[src/tcce_pkg.sv]
`timescale 1ns / 1ps
// ---------------------------------------------------------------------------
// tcce_pkg: shared types and constants of the text console cell engine
// Field widths, character codes, register indexes, microcode word layout
// and the control program that the sequencer steps through.
// ---------------------------------------------------------------------------
package tcce_pkg;

  // Default store geometry
  localparam int DEF_MAX_COLUMNS = 128;
  localparam int DEF_MAX_ROWS    = 64;

  // Port field widths
  localparam int REQ_W    = 2;
  localparam int CHAR_W   = 8;
  localparam int CELL_W   = 13;
  localparam int SCROLL_W = 2;
  localparam int CFG_IDX_W  = 2;
  localparam int CFG_DATA_W = 8;
  localparam int CFG_COL_W  = 8;
  localparam int CFG_ROW_W  = 7;

  // Request codes
  localparam logic [REQ_W-1:0] REQ_PUT   = 2'd0;
  localparam logic [REQ_W-1:0] REQ_CLEAR = 2'd1;
  localparam logic [REQ_W-1:0] REQ_READ  = 2'd2;

  // Configuration register indexes
  localparam logic [CFG_IDX_W-1:0] CFG_COLUMNS = 2'd0;
  localparam logic [CFG_IDX_W-1:0] CFG_ROWS    = 2'd1;
  localparam logic [CFG_IDX_W-1:0] CFG_ATTR    = 2'd2;
  localparam logic [CFG_IDX_W-1:0] CFG_ENABLE  = 2'd3;

  // Character codes
  localparam logic [CHAR_W-1:0] CH_NEWLINE   = 8'h0A;
  localparam logic [CHAR_W-1:0] CH_BACKSPACE = 8'h08;
  localparam logic [CHAR_W-1:0] CH_SPACE     = 8'h20;

  // Register reset values
  localparam logic [CFG_COL_W-1:0] COLUMNS_RESET = 8'd80;
  localparam logic [CFG_ROW_W-1:0] ROWS_RESET    = 7'd25;
  localparam logic [CHAR_W-1:0]    ATTR_RESET    = 8'h0F;

  // Datapath micro-operations
  typedef enum logic [4:0] {
    OP_NOP,
    OP_IDLE,
    OP_GEOM,
    OP_USED,
    OP_PRE,
    OP_POST,
    OP_PUTCH,
    OP_DIV_INIT,
    OP_DIV_STEP,
    OP_NEWLINE,
    OP_BACK,
    OP_SC_INIT,
    OP_SC_RD,
    OP_SC_WR,
    OP_BL_INIT,
    OP_BL_WR,
    OP_SC_END,
    OP_CL_INIT,
    OP_CL_WR,
    OP_RD_ISSUE,
    OP_RD_TAKE,
    OP_FINISH
  } op_t;

  // Jump conditions
  typedef enum logic [3:0] {
    C_NEVER,
    C_ALWAYS,
    C_NSTART,
    C_READ,
    C_PUT,
    C_CLEAR,
    C_CUR_LT_TOT,
    C_NEWLINE,
    C_BACKSPACE,
    C_CUR_ZERO,
    C_DIV_MORE,
    C_USED_ZERO,
    C_SC_MORE,
    C_BL_MORE,
    C_CL_MORE,
    C_PRE
  } cond_t;

  typedef logic [4:0] step_t;

  typedef struct packed {
    op_t   op;
    cond_t cond;
    step_t target;
  } ucw_t;

  // Status flags from the datapath to the sequencer
  typedef struct packed {
    logic is_read;
    logic put_go;
    logic clear_go;
    logic cur_lt_tot;
    logic newline;
    logic backspace;
    logic cur_zero;
    logic div_more;
    logic used_zero;
    logic sc_more;
    logic bl_more;
    logic cl_more;
    logic pre;
  } tcce_flags_t;

  // Program addresses
  localparam step_t ST_IDLE  = 5'd0;
  localparam step_t ST_DISP0 = 5'd1;
  localparam step_t ST_DISP1 = 5'd2;
  localparam step_t ST_DISP2 = 5'd3;
  localparam step_t ST_DISP3 = 5'd4;
  localparam step_t ST_P0    = 5'd5;
  localparam step_t ST_P1    = 5'd6;
  localparam step_t ST_PCH0  = 5'd7;
  localparam step_t ST_PCH1  = 5'd8;
  localparam step_t ST_PCH2  = 5'd9;
  localparam step_t ST_NL0   = 5'd10;
  localparam step_t ST_NL1   = 5'd11;
  localparam step_t ST_NL2   = 5'd12;
  localparam step_t ST_BS0   = 5'd13;
  localparam step_t ST_BS1   = 5'd14;
  localparam step_t ST_PP0   = 5'd15;
  localparam step_t ST_PP1   = 5'd16;
  localparam step_t ST_SC0   = 5'd17;
  localparam step_t ST_SC1   = 5'd18;
  localparam step_t ST_SC2   = 5'd19;
  localparam step_t ST_SC3   = 5'd20;
  localparam step_t ST_SC4   = 5'd21;
  localparam step_t ST_SC5   = 5'd22;
  localparam step_t ST_FIN   = 5'd23;
  localparam step_t ST_CL0   = 5'd24;
  localparam step_t ST_CL1   = 5'd25;
  localparam step_t ST_CL2   = 5'd26;
  localparam step_t ST_RD0   = 5'd27;
  localparam step_t ST_RD1   = 5'd28;
  localparam step_t ST_RST0  = 5'd29;
  localparam step_t ST_RST1  = 5'd30;
  localparam step_t ST_RST2  = 5'd31;

  // Control store: one word per step; jump to target when cond holds
  function automatic ucw_t ucode(input step_t s);
    ucw_t w;
    w = '{op: OP_NOP, cond: C_NEVER, target: ST_IDLE};
    case (s)
      ST_IDLE:  w = '{op: OP_IDLE,     cond: C_NSTART,     target: ST_IDLE};
      ST_DISP0: w = '{op: OP_GEOM,     cond: C_READ,       target: ST_RD0};
      ST_DISP1: w = '{op: OP_USED,     cond: C_PUT,        target: ST_P0};
      ST_DISP2: w = '{op: OP_NOP,      cond: C_CLEAR,      target: ST_CL0};
      ST_DISP3: w = '{op: OP_NOP,      cond: C_ALWAYS,     target: ST_FIN};
      ST_P0:    w = '{op: OP_NOP,      cond: C_CUR_LT_TOT, target: ST_PCH0};
      ST_P1:    w = '{op: OP_PRE,      cond: C_ALWAYS,     target: ST_SC0};
      ST_PCH0:  w = '{op: OP_NOP,      cond: C_NEWLINE,    target: ST_NL0};
      ST_PCH1:  w = '{op: OP_NOP,      cond: C_BACKSPACE,  target: ST_BS0};
      ST_PCH2:  w = '{op: OP_PUTCH,    cond: C_ALWAYS,     target: ST_PP0};
      ST_NL0:   w = '{op: OP_DIV_INIT, cond: C_NEVER,      target: ST_IDLE};
      ST_NL1:   w = '{op: OP_DIV_STEP, cond: C_DIV_MORE,   target: ST_NL1};
      ST_NL2:   w = '{op: OP_NEWLINE,  cond: C_ALWAYS,     target: ST_PP0};
      ST_BS0:   w = '{op: OP_NOP,      cond: C_CUR_ZERO,   target: ST_PP0};
      ST_BS1:   w = '{op: OP_BACK,     cond: C_ALWAYS,     target: ST_PP0};
      ST_PP0:   w = '{op: OP_NOP,      cond: C_CUR_LT_TOT, target: ST_FIN};
      ST_PP1:   w = '{op: OP_POST,     cond: C_ALWAYS,     target: ST_SC0};
      ST_SC0:   w = '{op: OP_SC_INIT,  cond: C_USED_ZERO,  target: ST_SC3};
      ST_SC1:   w = '{op: OP_SC_RD,    cond: C_NEVER,      target: ST_IDLE};
      ST_SC2:   w = '{op: OP_SC_WR,    cond: C_SC_MORE,    target: ST_SC1};
      ST_SC3:   w = '{op: OP_BL_INIT,  cond: C_NEVER,      target: ST_IDLE};
      ST_SC4:   w = '{op: OP_BL_WR,    cond: C_BL_MORE,    target: ST_SC4};
      ST_SC5:   w = '{op: OP_SC_END,   cond: C_PRE,        target: ST_PCH0};
      ST_FIN:   w = '{op: OP_FINISH,   cond: C_ALWAYS,     target: ST_IDLE};
      ST_CL0:   w = '{op: OP_CL_INIT,  cond: C_NEVER,      target: ST_IDLE};
      ST_CL1:   w = '{op: OP_CL_WR,    cond: C_CL_MORE,    target: ST_CL1};
      ST_CL2:   w = '{op: OP_NOP,      cond: C_ALWAYS,     target: ST_FIN};
      ST_RD0:   w = '{op: OP_RD_ISSUE, cond: C_NEVER,      target: ST_IDLE};
      ST_RD1:   w = '{op: OP_RD_TAKE,  cond: C_ALWAYS,     target: ST_FIN};
      ST_RST0:  w = '{op: OP_CL_INIT,  cond: C_NEVER,      target: ST_IDLE};
      ST_RST1:  w = '{op: OP_CL_WR,    cond: C_CL_MORE,    target: ST_RST1};
      ST_RST2:  w = '{op: OP_NOP,      cond: C_ALWAYS,     target: ST_IDLE};
      default:  w = '{op: OP_NOP,      cond: C_ALWAYS,     target: ST_IDLE};
    endcase
    return w;
  endfunction

endpackage

[src/tcce_seq.sv]
`timescale 1ns / 1ps
// ---------------------------------------------------------------------------
// tcce_seq: microcode sequencer
// Holds the step counter, fetches the control word and resolves the
// conditional jump from the datapath flags.
// ---------------------------------------------------------------------------
module tcce_seq
  import tcce_pkg::*;
(
  input  logic        clk,
  input  logic        rst_n,
  input  logic        start,
  input  tcce_flags_t flags,
  output ucw_t        ucw,
  output logic        busy
);

  step_t step_r;
  step_t step_nxt;
  logic  take_jump;

  // Fetch the current control word
  assign ucw  = ucode(step_r);
  assign busy = (step_r != ST_IDLE);

  // Resolve the jump condition
  always_comb begin
    case (ucw.cond)
      C_NEVER:      take_jump = 1'b0;
      C_ALWAYS:     take_jump = 1'b1;
      C_NSTART:     take_jump = !start;
      C_READ:       take_jump = flags.is_read;
      C_PUT:        take_jump = flags.put_go;
      C_CLEAR:      take_jump = flags.clear_go;
      C_CUR_LT_TOT: take_jump = flags.cur_lt_tot;
      C_NEWLINE:    take_jump = flags.newline;
      C_BACKSPACE:  take_jump = flags.backspace;
      C_CUR_ZERO:   take_jump = flags.cur_zero;
      C_DIV_MORE:   take_jump = flags.div_more;
      C_USED_ZERO:  take_jump = flags.used_zero;
      C_SC_MORE:    take_jump = flags.sc_more;
      C_BL_MORE:    take_jump = flags.bl_more;
      C_CL_MORE:    take_jump = flags.cl_more;
      C_PRE:        take_jump = flags.pre;
      default:      take_jump = 1'b0;
    endcase
  end

  assign step_nxt = take_jump ? ucw.target : step_r + 5'd1;

  // Advance the step counter; reset enters the store clearing pass
  always_ff @(posedge clk) begin
    if (!rst_n) begin
      step_r <= ST_RST0;
    end else begin
      step_r <= step_nxt;
    end
  end

endmodule

[config.mk]
export PLATFORM = sky130hd
export DESIGN_NAME = tcce_seq
export DESIGN_NICKNAME = d
export VERILOG_FILES = /design/src/tcce_pkg.sv /design/src/tcce_seq.sv
export SDC_FILE = /design/constraint.sdc
export NUM_CORES = 1
export LEC_CHECK = 0
export ABC_AREA = 0
export BUFFER_PORTS_ARGS = -buffer_cell sky130_fd_sc_hd__buf_2
export CORE_ASPECT_RATIO = 1.25
export CORE_MARGIN = 4
export CORE_UTILIZATION = 55
export DETAILED_ROUTE_END_ITERATION = 10
export PLACE_DENSITY = 0.79
export SYNTH_ARGS = -nofsm -noshare
export SYNTH_HDL_FRONTEND = slang
export SYNTH_SLANG_ARGS = --single-unit
[constraint.sdc]
create_clock -name clk -period 5.8 [get_ports clk]
set_input_delay 0 -clock clk [delete_from_list [all_inputs] [get_ports clk]]
set_output_delay 0 -clock clk [all_outputs]
set_load 0.02 [all_outputs]
==> metrics.txt <==
# TYPE chip_impl_metric gauge
chip_impl_metric{name="synth-compound-area-share",unit=""} 0.238
chip_impl_metric{name="dr_total_vias",unit=""} 1703
chip_impl_metric{name="finalHoldViolCount",unit=""} 0
chip_impl_metric{name="initial_drt_markers",unit=""} 135
chip_impl_metric{name="cts_buffer_depth",unit=""} 2
chip_impl_metric{name="dieArea",unit="um^2"} 4050
chip_impl_metric{name="synth_adder_area_share",unit=""} 0.0735
chip_impl_metric{name="yosys_register_bits",unit=""} 19
chip_impl_info{name="ys_dominant_reg_cell",value="sky130_fd_sc_hd__dfxtp_1"} 1
chip_impl_info{name="hold_path_class",value="in2reg"} 1
chip_impl_metric{name="timing.critical_path.required",unit="ps"} 6000
chip_impl_metric{name="drive_gt1_frac",unit=""} 0.229
chip_impl_metric{name="drt_first_pass_iters",unit=""} 4
chip_impl_info{name="cts_root_buffer",value="sky130_fd_sc_hd__clkbuf_4"} 1
chip_impl_metric{name="ys_types",unit=""} 60
chip_impl_metric{name="die_h",unit="um"} 70.2
chip_impl_metric{name="post_cts.resized_instances",unit=""} 0
chip_impl_metric{name="cts_hold_buffers",unit=""} 0
chip_impl_info{name="critPathSlowestCell",value="sky130_fd_sc_hd__nor3_2"} 1
chip_impl_metric{name="grtUsageTotal",unit=""} 0.219
chip_impl_metric{name="ant_nets",unit=""} 0
chip_impl_metric{name="achievable-frequency",unit="GHz"} 0.280
chip_impl_metric{name="avgSynthCellArea",unit="um^2"} 8.38
chip_impl_metric{name="critical_path_arrival",unit="ps"} 3770
chip_impl_info{name="rsz0062_at_grt",value="false"} 1
chip_impl_metric{name="tcrit_tclk_final",unit=""} 0.616
chip_impl_metric{name="ys.warnings.count",unit=""} 0
chip_impl_metric{name="numCtsBuffers",unit=""} 3
chip_impl_metric{name="yosysSeqAreaShare",unit=""} 0.224
chip_impl_metric{name="overflow",unit=""} 0
chip_impl_info{name="worstSetupPathType",value="reg2reg"} 1
chip_impl_info{name="tritoncts",value="done"} 1
chip_impl_info{name="yosys.area.top_type",value="sky130_fd_sc_hd__dfxtp_1"} 1
chip_impl_metric{name="timing.slew.headroom",unit=""} 0.343
chip_impl_metric{name="grt_first_pass_wirelength",unit="um"} 7090
chip_impl_metric{name="synth_simple_gate_area_frac",unit=""} 0.226
chip_impl_metric{name="routed_wirelength",unit="um"} 4350
chip_impl_metric{name="vias_per_cell",unit=""} 6.48
chip_impl_metric{name="period_needed",unit="ps"} 3570
chip_impl_info{name="crit-reg2reg-capture",value="ucw[9]"} 1
chip_impl_info{name="worstReg2RegStart",value="ucw[6]"} 1
chip_impl_metric{name="grt_pass1_vias",unit=""} 1524
chip_impl_metric{name="yosys.area_share.xor_xnor",unit=""} 0.0257
chip_impl_metric{name="net_count_synth",unit=""} 229
chip_impl_metric{name="row_count",unit=""} 22
chip_impl_info{name="critical_path.startpoint_type",value="flop"} 1
chip_impl_metric{name="max_slew.worst_pin.slew",unit="ps"} 986
chip_impl_info{name="crit_path_cell_trace",value="mux4_1 -> mux2i_4 -> mux2i_1 -> nor3_2 -> inv_1 -> ha_1 -> nand2_1 -> a21boi_0 -> o21ai_0 -> mux2_2"} 1
chip_impl_metric{name="postSynthCellCount",unit=""} 203
chip_impl_metric{name="placeableCoreArea",unit="um^2"} 2950
chip_impl_metric{name="numPlacedInstances",unit=""} 259
chip_impl_metric{name="die_w",unit="um"} 57.8
chip_impl_metric{name="post-dp-hpwl",unit="um"} 3160
chip_impl_metric{name="io_pins",unit=""} 31
chip_impl_info{name="min_to",value="ucw[1]"} 1
chip_impl_info{name="setup.worst_path.end_class",value="flop"} 1
chip_impl_metric{name="post_synth_instance_area",unit="um^2"} 1700
chip_impl_metric{name="synth-edff-count",unit=""} 0
chip_impl_metric{name="cp_slowest_stage_delay",unit="ps"} 680
chip_impl_metric{name="yosys-mux-area-fraction",unit=""} 0.127
chip_impl_metric{name="initial_core_util",unit=""} 0.578
chip_impl_metric{name="maximum_number_of_pins_on_one_net_before_global_route_repair",unit=""} 25
chip_impl_info{name="yosys.cell_count.top_type",value="sky130_fd_sc_hd__nor2_1"} 1
chip_impl_metric{name="synth_largest_type_area_fraction",unit=""} 0.224
chip_impl_metric{name="number_of_maximum_capacitance_violations",unit=""} 0
chip_impl_info{name="outcome",value="complete, no violations"} 1
chip_impl_metric{name="worst-r2r-cell-count",unit=""} 10
chip_impl_metric{name="ctsHtreeMaxLevel",unit=""} 1
chip_impl_metric{name="drt-wirelength-per-cell",unit="um"} 16.5
chip_impl_info{name="most_common_library_cells_after_synthesis",value="21 x sky130_fd_sc_hd__nor2_1, 20 x sky130_fd_sc_hd__nand2_1, 19 x sky130_fd_sc_hd__dfxtp_1"} 1
chip_impl_metric{name="async_flop_share",unit=""} 0
chip_impl_metric{name="antenna_found_initial",unit=""} 0
chip_impl_metric{name="final-instance-count-excl-fill",unit=""} 263
chip_impl_info{name="min-delay-start",value="rst_n"} 1
chip_impl_metric{name="postCtsSetupRepairBufs",unit=""} 0
chip_impl_metric{name="drt_drc_violations_left",unit=""} 0
chip_impl_metric{name="setup_total_negative_slack",unit="ps"} 0
chip_impl_metric{name="min_path_cells",unit=""} 4
chip_impl_metric{name="synthToLayoutAreaGrowth",unit="%"} 9.41
chip_impl_metric{name="clk_transition_reported_paths",unit="ps"} 100
chip_impl_metric{name="rrSetupSlack",unit="ps"} 2230
chip_impl_metric{name="insertion_delay",unit="ps"} 300
chip_impl_metric{name="portBuffers",unit=""} 30
chip_impl_metric{name="num-nets-final",unit=""} 254
chip_impl_info{name="synthTopCellsByArea",value="sky130_fd_sc_hd__dfxtp_1 22%, sky130_fd_sc_hd__ha_1 7.4%, sky130_fd_sc_hd__mux4_1 4.6%, sky130_fd_sc_hd__nor2_1 4.6%, sky130_fd_sc_hd__nand2_1 4.4%"} 1
chip_impl_metric{name="final-max-slew-violation-count",unit=""} 0
chip_impl_metric{name="clock_skew",unit="ps"} 3.65
chip_impl_info{name="dominant_combinational_cell_family_by_area_after_synthesis",value="compound AO/OA/AOI/OAI gates"} 1
chip_impl_metric{name="path_max_fanout",unit=""} 12
chip_impl_metric{name="report.final.setup_viol",unit=""} 0
chip_impl_metric{name="clock_sink_count",unit=""} 19
chip_impl_metric{name="antenna-diode-count",unit=""} 0
chip_impl_metric{name="place.gp.congestion",unit=""} 0.871
==> placed cells by master (no fill, tap or decap), types with 4 or more instances in the layout <==
cell type,instances
sky130_fd_sc_hd__a21oi_1,4
sky130_fd_sc_hd__o21ai_0,12
sky130_fd_sc_hd__ha_1,10
sky130_fd_sc_hd__inv_1,11
sky130_fd_sc_hd__dfxtp_1,19
sky130_fd_sc_hd__nor2_1,21
sky130_fd_sc_hd__o22ai_1,5
sky130_fd_sc_hd__o211ai_1,4
sky130_fd_sc_hd__buf_2,30
sky130_fd_sc_hd__nand3_1,6
sky130_fd_sc_hd__mux2i_1,7
sky130_fd_sc_hd__nand2_1,20
sky130_fd_sc_hd__a211oi_1,5
sky130_fd_sc_hd__nor3_1,7
==> worst max-delay path: cells and delay by family (launching register included) <==
family                   cells  cell delay [ps]
adder cells (fa/ha/maj)      1              360
buffers and inverters        1              290
AND/OR/NAND/NOR              2              810
multiplexers                 4             1290
AO/OA/AOI/OAI                2              280
flip-flops                   1              440
==> stage by stage <==
stage | instance area [um^2] | setup WS (ps) | utilization | hold slack [ps]
floorplan | 1700 | 2640 | - | 339
global placement | 1830 | 2360 | 0.623 | 416
detailed placement | 1830 | 2290 | 0.623 | 416
CTS | 1860 | 2280 | 0.632 | 294
global route | 1860 | 1990 | 0.632 | 334
finish | 1860 | 2230 | 0.632 | 302
==> flip-flops by register name (all words and copies together) (netlist names) <==
signal and cells:
step_r 5, ucw 14
==> how the worst max path moves through the flow <==
stage	end	start	slack [ps]	cells after the start
floorplan	ucw[4]	ucw[6]	2640	9
global placement	ucw[4]	ucw[6]	2360	9
detailed placement	ucw[4]	ucw[6]	2290	9
CTS	ucw[4]	ucw[6]	2280	9
global route	ucw[4]	ucw[6]	1990	9
finish	ucw[9]	ucw[6]	2230	10
==> layer usage <==
layer	track usage	share of wire	vias to the layer above
met4	0.0954	0.021	0
met3	0.0259	0.068	13
li1	-	-	808
met1	0.277	0.39	794
met5	0	0	-
met2	0.366	0.52	88
==> final cells by class <==
| cell class | count | area [um^2] |
|---|---|---|
| Clock buffer | 3 | 22.5 |
| Clock inverter | 1 | 5.00 |
| Fill cell | 279 | 1080 |
| Inverter | 13 | 61.3 |
| Multi-Input combinational cell | 159 | 1180 |
| Sequential cell | 19 | 380 |
| Tap cell | 36 | 45.0 |
| Timing Repair Buffer | 32 | 165 |
==> kinds of logic after synthesis <==
logic type               count (synthesis)
flip-flops                              19
buffers and inverters                   25
AO/OA/AOI/OAI                           55
adder cells (fa/ha/maj)                 10
AND/OR/NAND/NOR                         75
multiplexers                            14
XOR/XNOR                                 5
Power is left out: the tool's default activity adds up to more than one toggle a clock period on the data nets, which glitch-free logic cannot reach.
